## src/hw/rtl/eav_pkg.sv

```systemverilog
// shared types and constants for the encoder accelerated value block
// no dependencies
`timescale 1ns / 1ps
`default_nettype none

package eav_pkg;

  localparam int VALUE_W = 7;
  localparam int STEP_W  = 7;
  localparam int GAIN_W  = 16;
  localparam int TIME_W  = 32;
  localparam int DELTA_W = 8;
  localparam int CFG_IDX_W = 2;

  localparam logic [VALUE_W-1:0] LIMIT_SWITCH = VALUE_W'(2);
  localparam logic [VALUE_W-1:0] LIMIT_FULL   = VALUE_W'(100);

  localparam logic [CFG_IDX_W-1:0] CFG_STEP_FLOOR = CFG_IDX_W'(0);
  localparam logic [CFG_IDX_W-1:0] CFG_ACCEL_GAIN = CFG_IDX_W'(1);
  localparam logic [CFG_IDX_W-1:0] CFG_STEP_CAP   = CFG_IDX_W'(2);

  typedef enum logic [2:0] {
    ST_CLEAR,
    ST_IDLE,
    ST_READ,
    ST_DIV,
    ST_FINISH
  } state_t;

  typedef struct packed {
    logic start;
  } div_ctrl_t;

  typedef struct packed {
    logic busy;
    logic done;
  } div_status_t;

endpackage

`default_nettype wire

```

## src/hw/rtl/eav_divider.sv

```systemverilog
// serial restoring divider, one quotient bit per cycle
// depends on eav_pkg
`timescale 1ns / 1ps
`default_nettype none

module eav_divider
  import eav_pkg::*;
(
  input  wire logic              clk,
  input  wire logic              rst,
  input  wire div_ctrl_t         ctrl,
  input  wire logic [GAIN_W-1:0] dividend,
  input  wire logic [TIME_W-1:0] divisor,
  output div_status_t            status,
  output logic [GAIN_W-1:0]      quotient
);

  localparam int CNT_W = $clog2(GAIN_W + 1);

  logic [GAIN_W-1:0] rem;
  logic [GAIN_W-1:0] quo;
  logic [TIME_W-1:0] dvs;
  logic [CNT_W-1:0]  cnt;
  logic              busy;

  logic [GAIN_W:0]   trial;
  logic              fits;
  logic [GAIN_W:0]   diff;

  always_comb begin
    trial = {rem, quo[GAIN_W-1]};
    fits  = {{(TIME_W-GAIN_W-1){1'b0}}, trial} >= dvs;
    diff  = trial - dvs[GAIN_W:0];
  end

  always_ff @(posedge clk) begin
    if (rst) begin
      busy <= 1'b0;
      cnt  <= '0;
    end else if (ctrl.start) begin
      busy <= 1'b1;
      cnt  <= CNT_W'(GAIN_W);
    end else if (busy) begin
      cnt <= cnt - CNT_W'(1);
      if (cnt == CNT_W'(1)) begin
        busy <= 1'b0;
      end
    end
  end

  always_ff @(posedge clk) begin
    if (ctrl.start) begin
      rem <= '0;
      quo <= dividend;
      dvs <= divisor;
    end else if (busy) begin
      rem <= fits ? diff[GAIN_W-1:0] : trial[GAIN_W-1:0];
      quo <= {quo[GAIN_W-2:0], fits};
    end
  end

  assign status.busy = busy;
  assign status.done = busy && (cnt == CNT_W'(1));
  assign quotient    = quo;

endmodule

`default_nettype wire

```

## src/hw/rtl/encoder_accelerated_value.sv

```systemverilog
// top level of the encoder accelerated value block: sequencer, value store
// and last-move times; depends on eav_pkg and eav_divider
`timescale 1ns / 1ps
`default_nettype none

// One item is taken when the block is idle. An item with movement passes
// from transfer through the value store read, the serial divider that
// forms accel_gain / elapsed (one quotient bit a cycle), and the step and
// clamp state, then returns to idle, where the next item can be taken. An
// item with zero delta skips the divider. The result sits in an output
// register, so the next item is taken while it waits; a further result
// holds in the step and clamp state until that register is free. After
// reset the value store is cleared one entry a cycle, with no item taken;
// configuration writes are taken at any time.
module encoder_accelerated_value
  import eav_pkg::*;
#(
  parameter int ENCODERS    = 8,
  parameter int SECTIONS    = 8,
  parameter int CONTROLLERS = 16
) (
  input  wire logic                     clk,
  input  wire logic                     rst,
  input  wire logic                     in_valid,
  output logic                          in_stall,
  input  wire logic [2:0]               encoder_number,
  input  wire logic [2:0]               section,
  input  wire logic [3:0]               controller,
  input  wire logic signed [DELTA_W-1:0] delta,
  input  wire logic [TIME_W-1:0]        now_ms,
  input  wire logic                     three_way,
  output logic                          out_valid,
  input  wire logic                     out_stall,
  output logic [VALUE_W-1:0]            value,
  input  wire logic                     cfg_valid,
  output logic                          cfg_ready,
  input  wire logic [CFG_IDX_W-1:0]     cfg_index,
  input  wire logic [GAIN_W-1:0]        cfg_data
);

  localparam int SLOTS  = SECTIONS * CONTROLLERS;
  localparam int ENC_W  = (ENCODERS > 1) ? $clog2(ENCODERS) : 1;
  localparam int SEC_W  = (SECTIONS > 1) ? $clog2(SECTIONS) : 1;
  localparam int CTL_W  = (CONTROLLERS > 1) ? $clog2(CONTROLLERS) : 1;
  localparam int SLOT_W = (SLOTS > 1) ? $clog2(SLOTS) : 1;

  // index wrap tables
  logic [ENC_W-1:0] enc_map [8];
  logic [SEC_W-1:0] sec_map [8];
  logic [CTL_W-1:0] ctl_map [16];

  for (genvar i = 0; i < 8; i++) begin : g_enc_map
    assign enc_map[i] = ENC_W'(i % ENCODERS);
    assign sec_map[i] = SEC_W'(i % SECTIONS);
  end
  for (genvar i = 0; i < 16; i++) begin : g_ctl_map
    assign ctl_map[i] = CTL_W'(i % CONTROLLERS);
  end

  state_t state, state_next;

  logic [STEP_W-1:0] step_floor;
  logic [GAIN_W-1:0] accel_gain;
  logic [STEP_W-1:0] step_cap;

  logic [VALUE_W-1:0] store [SLOTS];
  logic [VALUE_W-1:0] rd_data;
  logic [SLOT_W-1:0]  clr_addr;

  logic [TIME_W-1:0] last_move [ENCODERS];

  logic [ENC_W-1:0]  enc;
  logic [SLOT_W-1:0] slot;
  logic              moving;
  logic              down;
  logic              three;
  logic [TIME_W-1:0] now;

  logic [SLOT_W-1:0] in_slot;
  logic              in_xfer;
  logic              out_free;
  logic [TIME_W-1:0] elapsed;

  div_ctrl_t         div_ctrl;
  div_status_t       div_status;
  logic [GAIN_W-1:0] quotient;

  logic [GAIN_W:0]        step_raw;
  logic [STEP_W-1:0]      step;
  logic signed [VALUE_W+1:0] sum;
  logic [VALUE_W-1:0]     lim;
  logic [VALUE_W-1:0]     result;

  logic store_we;
  logic load_out;

  assign cfg_ready = 1'b1;
  assign in_xfer   = in_valid && !in_stall;
  assign out_free  = !out_valid || !out_stall;
  assign in_slot   = SLOT_W'(sec_map[section]) * SLOT_W'(CONTROLLERS)
                     + SLOT_W'(ctl_map[controller]);
  assign elapsed   = now - last_move[enc];

  // next state
  always_comb begin
    state_next = state;
    case (state)
      ST_CLEAR: begin
        if (clr_addr == SLOT_W'(SLOTS - 1)) begin
          state_next = ST_IDLE;
        end
      end
      ST_IDLE: begin
        if (in_valid) begin
          state_next = ST_READ;
        end
      end
      ST_READ: begin
        state_next = moving ? ST_DIV : ST_FINISH;
      end
      ST_DIV: begin
        if (div_status.done) begin
          state_next = ST_FINISH;
        end
      end
      ST_FINISH: begin
        if (out_free) begin
          state_next = ST_IDLE;
        end
      end
      default: begin
        state_next = ST_IDLE;
      end
    endcase
  end

  // outputs of the sequencer
  always_comb begin
    in_stall       = 1'b1;
    div_ctrl.start = 1'b0;
    store_we       = 1'b0;
    load_out       = 1'b0;
    case (state)
      ST_IDLE: begin
        in_stall = 1'b0;
      end
      ST_READ: begin
        div_ctrl.start = moving;
      end
      ST_FINISH: begin
        load_out = out_free;
        store_we = out_free && moving;
      end
      default: begin
        in_stall = 1'b1;
      end
    endcase
  end

  always_ff @(posedge clk) begin
    if (rst) begin
      state <= ST_CLEAR;
    end else begin
      state <= state_next;
    end
  end

  // configuration registers
  always_ff @(posedge clk) begin
    if (rst) begin
      step_floor <= STEP_W'(1);
      accel_gain <= '0;
      step_cap   <= STEP_W'(10);
    end else if (cfg_valid && cfg_ready) begin
      case (cfg_index)
        CFG_STEP_FLOOR: step_floor <= cfg_data[STEP_W-1:0];
        CFG_ACCEL_GAIN: accel_gain <= cfg_data;
        CFG_STEP_CAP:   step_cap   <= cfg_data[STEP_W-1:0];
        default: ;
      endcase
    end
  end

  // clearing sweep address
  always_ff @(posedge clk) begin
    if (rst) begin
      clr_addr <= '0;
    end else if (state == ST_CLEAR) begin
      clr_addr <= clr_addr + SLOT_W'(1);
    end
  end

  // value store
  always_ff @(posedge clk) begin
    if (state == ST_CLEAR) begin
      store[clr_addr] <= '0;
    end else if (store_we) begin
      store[slot] <= result;
    end
  end

  always_ff @(posedge clk) begin
    if (in_xfer) begin
      rd_data <= store[in_slot];
    end
  end

  // item fields
  always_ff @(posedge clk) begin
    if (in_xfer) begin
      enc    <= enc_map[encoder_number];
      slot   <= in_slot;
      moving <= (delta != '0);
      down   <= delta[DELTA_W-1];
      three  <= three_way;
      now    <= now_ms;
    end
  end

  // last-move times
  always_ff @(posedge clk) begin
    if (rst) begin
      for (int i = 0; i < ENCODERS; i++) begin
        last_move[i] <= '0;
      end
    end else if (state == ST_READ && moving) begin
      last_move[enc] <= now;
    end
  end

  eav_divider u_divider (
    .clk      (clk),
    .rst      (rst),
    .ctrl     (div_ctrl),
    .dividend (accel_gain),
    .divisor  ((elapsed == '0) ? TIME_W'(1) : elapsed),
    .status   (div_status),
    .quotient (quotient)
  );

  // step, move and clamp
  always_comb begin
    step_raw = {{(GAIN_W+1-STEP_W){1'b0}}, step_floor} + {1'b0, quotient};
    if (step_raw > {{(GAIN_W+1-STEP_W){1'b0}}, step_cap}) begin
      step = step_cap;
    end else begin
      step = step_raw[STEP_W-1:0];
    end
    if (down) begin
      sum = $signed({2'b00, rd_data}) - $signed({2'b00, step});
    end else begin
      sum = $signed({2'b00, rd_data}) + $signed({2'b00, step});
    end
    lim = three ? LIMIT_SWITCH : LIMIT_FULL;
    if (!moving) begin
      result = rd_data;
    end else if (sum < 0) begin
      result = '0;
    end else if (sum > $signed({2'b00, lim})) begin
      result = lim;
    end else begin
      result = sum[VALUE_W-1:0];
    end
  end

  // output register
  always_ff @(posedge clk) begin
    if (rst) begin
      out_valid <= 1'b0;
    end else if (load_out) begin
      out_valid <= 1'b1;
    end else if (out_valid && !out_stall) begin
      out_valid <= 1'b0;
    end
  end

  always_ff @(posedge clk) begin
    if (load_out) begin
      value <= result;
    end
  end

endmodule

`default_nettype wire
```

## config.mk

```make
export PLATFORM = sky130hd
export DESIGN_NAME = encoder_accelerated_value
export DESIGN_NICKNAME = d
export VERILOG_FILES = /design/src/hw/rtl/eav_pkg.sv /design/src/hw/rtl/eav_divider.sv /design/src/hw/rtl/encoder_accelerated_value.sv
export SDC_FILE = /design/constraint.sdc
export NUM_CORES = 2
export LEC_CHECK = 0
export ABC_AREA = 1
export BUFFER_PORTS_ARGS = -buffer_cell sky130_fd_sc_hd__clkbuf_2
export CAP_MARGIN = 10
export CORE_UTILIZATION = 50
export CTS_CLUSTER_DIAMETER = 60
export DETAILED_ROUTE_END_ITERATION = 7
export PLACE_DENSITY = 0.66
export SLEW_MARGIN = 20
export SYNTH_ARGS = -nofsm -noshare
export SYNTH_HDL_FRONTEND = slang
export SYNTH_SLANG_ARGS = --single-unit
```

## constraint.sdc

```tcl
create_clock -name clk -period 11.9 [get_ports clk]
set_input_delay 3.57 -clock clk [delete_from_list [all_inputs] [get_ports clk]]
set_output_delay 3.57 -clock clk [all_outputs]
set_load 0.01 [all_outputs]
```

==> flow_summary.ini <==
[placement]
dp_hpwl_mm = 91.5
dpl_worst_slack_ps = 3860
placed_cell_area_um2 = 59800
io_buffers = 82
gp_congestion = 0.928
place_inst = 6731

[clocking]
clk_pin_slew_ps = 60
cts_tree = yes
h-tree-depth = 4
cts_buffer_depth = 3
clock_latency_ps = 770
numCtsBuffers = 147
cts_hold_buf = 0
cts_repair_resize_count = 0
cts_num_sinks = 1322
postCtsSetupBuffers = 0
clock-root-buffer = clkbuf_16

[yosys]
synth_cells = 5342
synth.distinct_cells = 54
synth_warnings = 0
netlist.area_leader.share = 0.653
yosys-top-cells-count = edfxtp_1 (1259), nor2_1 (1044), nand2_1 (894), o21ai_0 (542), inv_1 (332)
ys_ff_latch = 1322
synth_async_sr_flop_share = 0
syn_nets = 5508
synth_edf_count = 1259
ys_seq_area_frac = 0.674
synth_top_cell_by_area = edfxtp_1
synth.avg_cell_area_um2 = 10.8
synth_area_um2 = 57900
ys.flop_type = edfxtp_1
synth_most_common_cell = edfxtp_1
synth.area.top_cells = edfxtp_1 (65%), nor2_1 (6.8%), nand2_1 (5.8%), o21ai_0 (4.7%), o22ai_1 (2.4%)

[setup_path]
cpMostUsedCell = nand2_1
critPathTopFamily = simple AND/OR/NAND/NOR gates
cp.depth = 38
cp.required_ps = 12320
critPathArrivalTime_ps = 8490
cp_slowest_cell = buf_4
r2r_cells = 38
crit_type = flop to flop
start_kind = flop
critPathBufInv = 5
worst_path_largest_cell_delay_ps = 850
crit_fanout = 88
crit_path_end_kind = flop

[routing]
ant_nets = 0
wl_met3_mm = 13.3
drt-met1-wl_mm = 64.2
routedWlPerCell_um = 22.3
drtPass1Iterations = 8
wirelength_mm = 156
top_layer = met5
initialDrtViolationCount = 4547
routed_via_density = 5.84
route.detailed.drc = 4
num_vias = 40846
dr_wl_met2_mm = 73.7

[die]
start_util = 0.505
io_pins = 84
core_area_um2 = 115000
rows = 124
die_x_um = 342
die_area_um2 = 117000
die_y_um = 342

[layout]
fin_util = 0.562
antenna_cells = 0
nNetsFinal = 5534
drive_above_1_share = 0.0768
area_growth_pct = 11.1
postLayoutCellArea_um2 = 64400
stdcell_count = 6994

[sta]
final.period_utilization = 0.678
finalWorstSetupSlack_ps = 3830
tightest_slew_ps = 1170
clock_skew_ps = 24.2
clock.fmax_ghz = 0.124
hold_viol_final = 0
slew_headroom = 0.219
period_needed_ps = 8070
setup_violations = 0
setup_tns_ps = 0
rsz0062_at_grt = false
slew_viol_final = 0

[global_routing]
grt_max_degree = 190
grt_pass1_wl_mm = 236
overflow = 0
grt_pass1_vias = 38957
grtUsageTotal = 0.266
antenna_found_initial = 1

[power_and_ir_drop]
vdd.ir_drop.worst_mv = 0.156
power_density_nw_per_um2 = 154
p_leak_nw = 23.5

[run_status]
outcome = complete, but fails checks
violations = design-rule violations

[worst_hold_path]
hold_depth = 2
worstHoldPathType = flop to flop

[run]
maxCapViolations = 0
[worst register-to-register path: cells and delay by family, from the launching register on]
family,cells,cell delay (ps)
AO/OA/AOI/OAI,4,770
XOR/XNOR,2,290
adder cells (fa/ha/maj),5,1590
buffers and inverters,5,1200
flip-flops,1,350
AND/OR/NAND/NOR,22,3420
[cell usage in the layout (no fill, tap or decap), types with 6 or more instances in the layout]
cell type	synthesis	final
a21oi_1	74	73
a221oi_1	25	25
a22o_1	22	22
a22oi_1	36	36
and2_1	9	9
buf_4	11	69
clkbuf_1	199	32
clkbuf_16	0	151
clkbuf_2	1	79
clkinv_1	3	27
clkinv_2	0	24
clkinv_8	0	6
dfxtp_1	63	63
edfxtp_1	1259	1259
ha_1	87	87
inv_1	332	329
inv_2	8	8
inv_6	0	13
nand2_1	894	886
nand2_2	2	9
nand3_1	131	131
nand3b_1	9	9
nand4_1	62	62
nor2_1	1044	1037
nor2_4	2	9
nor3_1	33	25
nor3_2	2	10
nor4_1	7	6
o211ai_1	59	59
o21ai_0	542	542
o21ai_1	47	47
o22ai_1	224	224
xnor2_1	12	12
xor2_1	26	26
[logic make-up (layout without fill, tap and decap cells)]
logic type	Yosys count	after routing	share of synthesized area
fa+ha+maj	92	92	0.0205
buf+inv	620	760	0.0423
xor+xnor	38	38	0.00574
simple gates	2216	2216	0.153
compound gates	1052	1052	0.104
mux	1	1	0.000173
other cells	1	1	0.0000647
flops	1322	1322	0.674
[state kept, by name (all words and copies together) (netlist names), 16 cells and up]
name,count
last_move,256
now,32
store,896
u_divider.rem,16
u_divider.quotient,16
accel_gain,16
u_divider.dvs,32
[per-layer routing]
metal	up-vias	GRT usage
li1	18788	-
met4	2	0.0964
met5	-	0
met3	344	0.0397
met2	1841	0.428
met1	19871	0.367
[cell type report]
cell class	count	area, µm²
fillers	9573	50300
flip-flops and latches	1322	39100
multi-input cells	3400	16600
clock buffers	185	3930
well taps	1512	1890
inverters	343	1300
repair buffers	154	1020
clock inverters	78	631
[final timing paths]
path / from / endpoint / slack (ps)
worst max-delay path: u_divider.quotient[0]$_DFFE_PP_ / store[57][0]$_DFFE_PP_ / 3830
worst min-delay path: u_divider.rem[15]$_SDFFE_PP0P_ / u_divider.rem[15]$_SDFFE_PP0P_ / 460
worst max register to register: u_divider.quotient[0]$_DFFE_PP_ / store[57][0]$_DFFE_PP_ / 3830
worst min register to register: u_divider.rem[15]$_SDFFE_PP0P_ / u_divider.rem[15]$_SDFFE_PP0P_ / 460
[per-stage QoR]
step                      hold WS [ps]  power [mW]
after floorplan                    430        5.49
after global placement             447        5.67
after detailed placement           451        5.67
after CTS                          462        9.92
after global routing               477        10.1
final                              460        9.88
[where the power goes]
group          switching, mW  internal (mW)  leakage, nW  total, mW
sequential            0.0147           5.08         12.1       5.10
combinational          0.354          0.130         9.14      0.484
clock                   1.84           2.46         2.24       4.30
No activity file was read; power rests on OpenSTA's default activity.
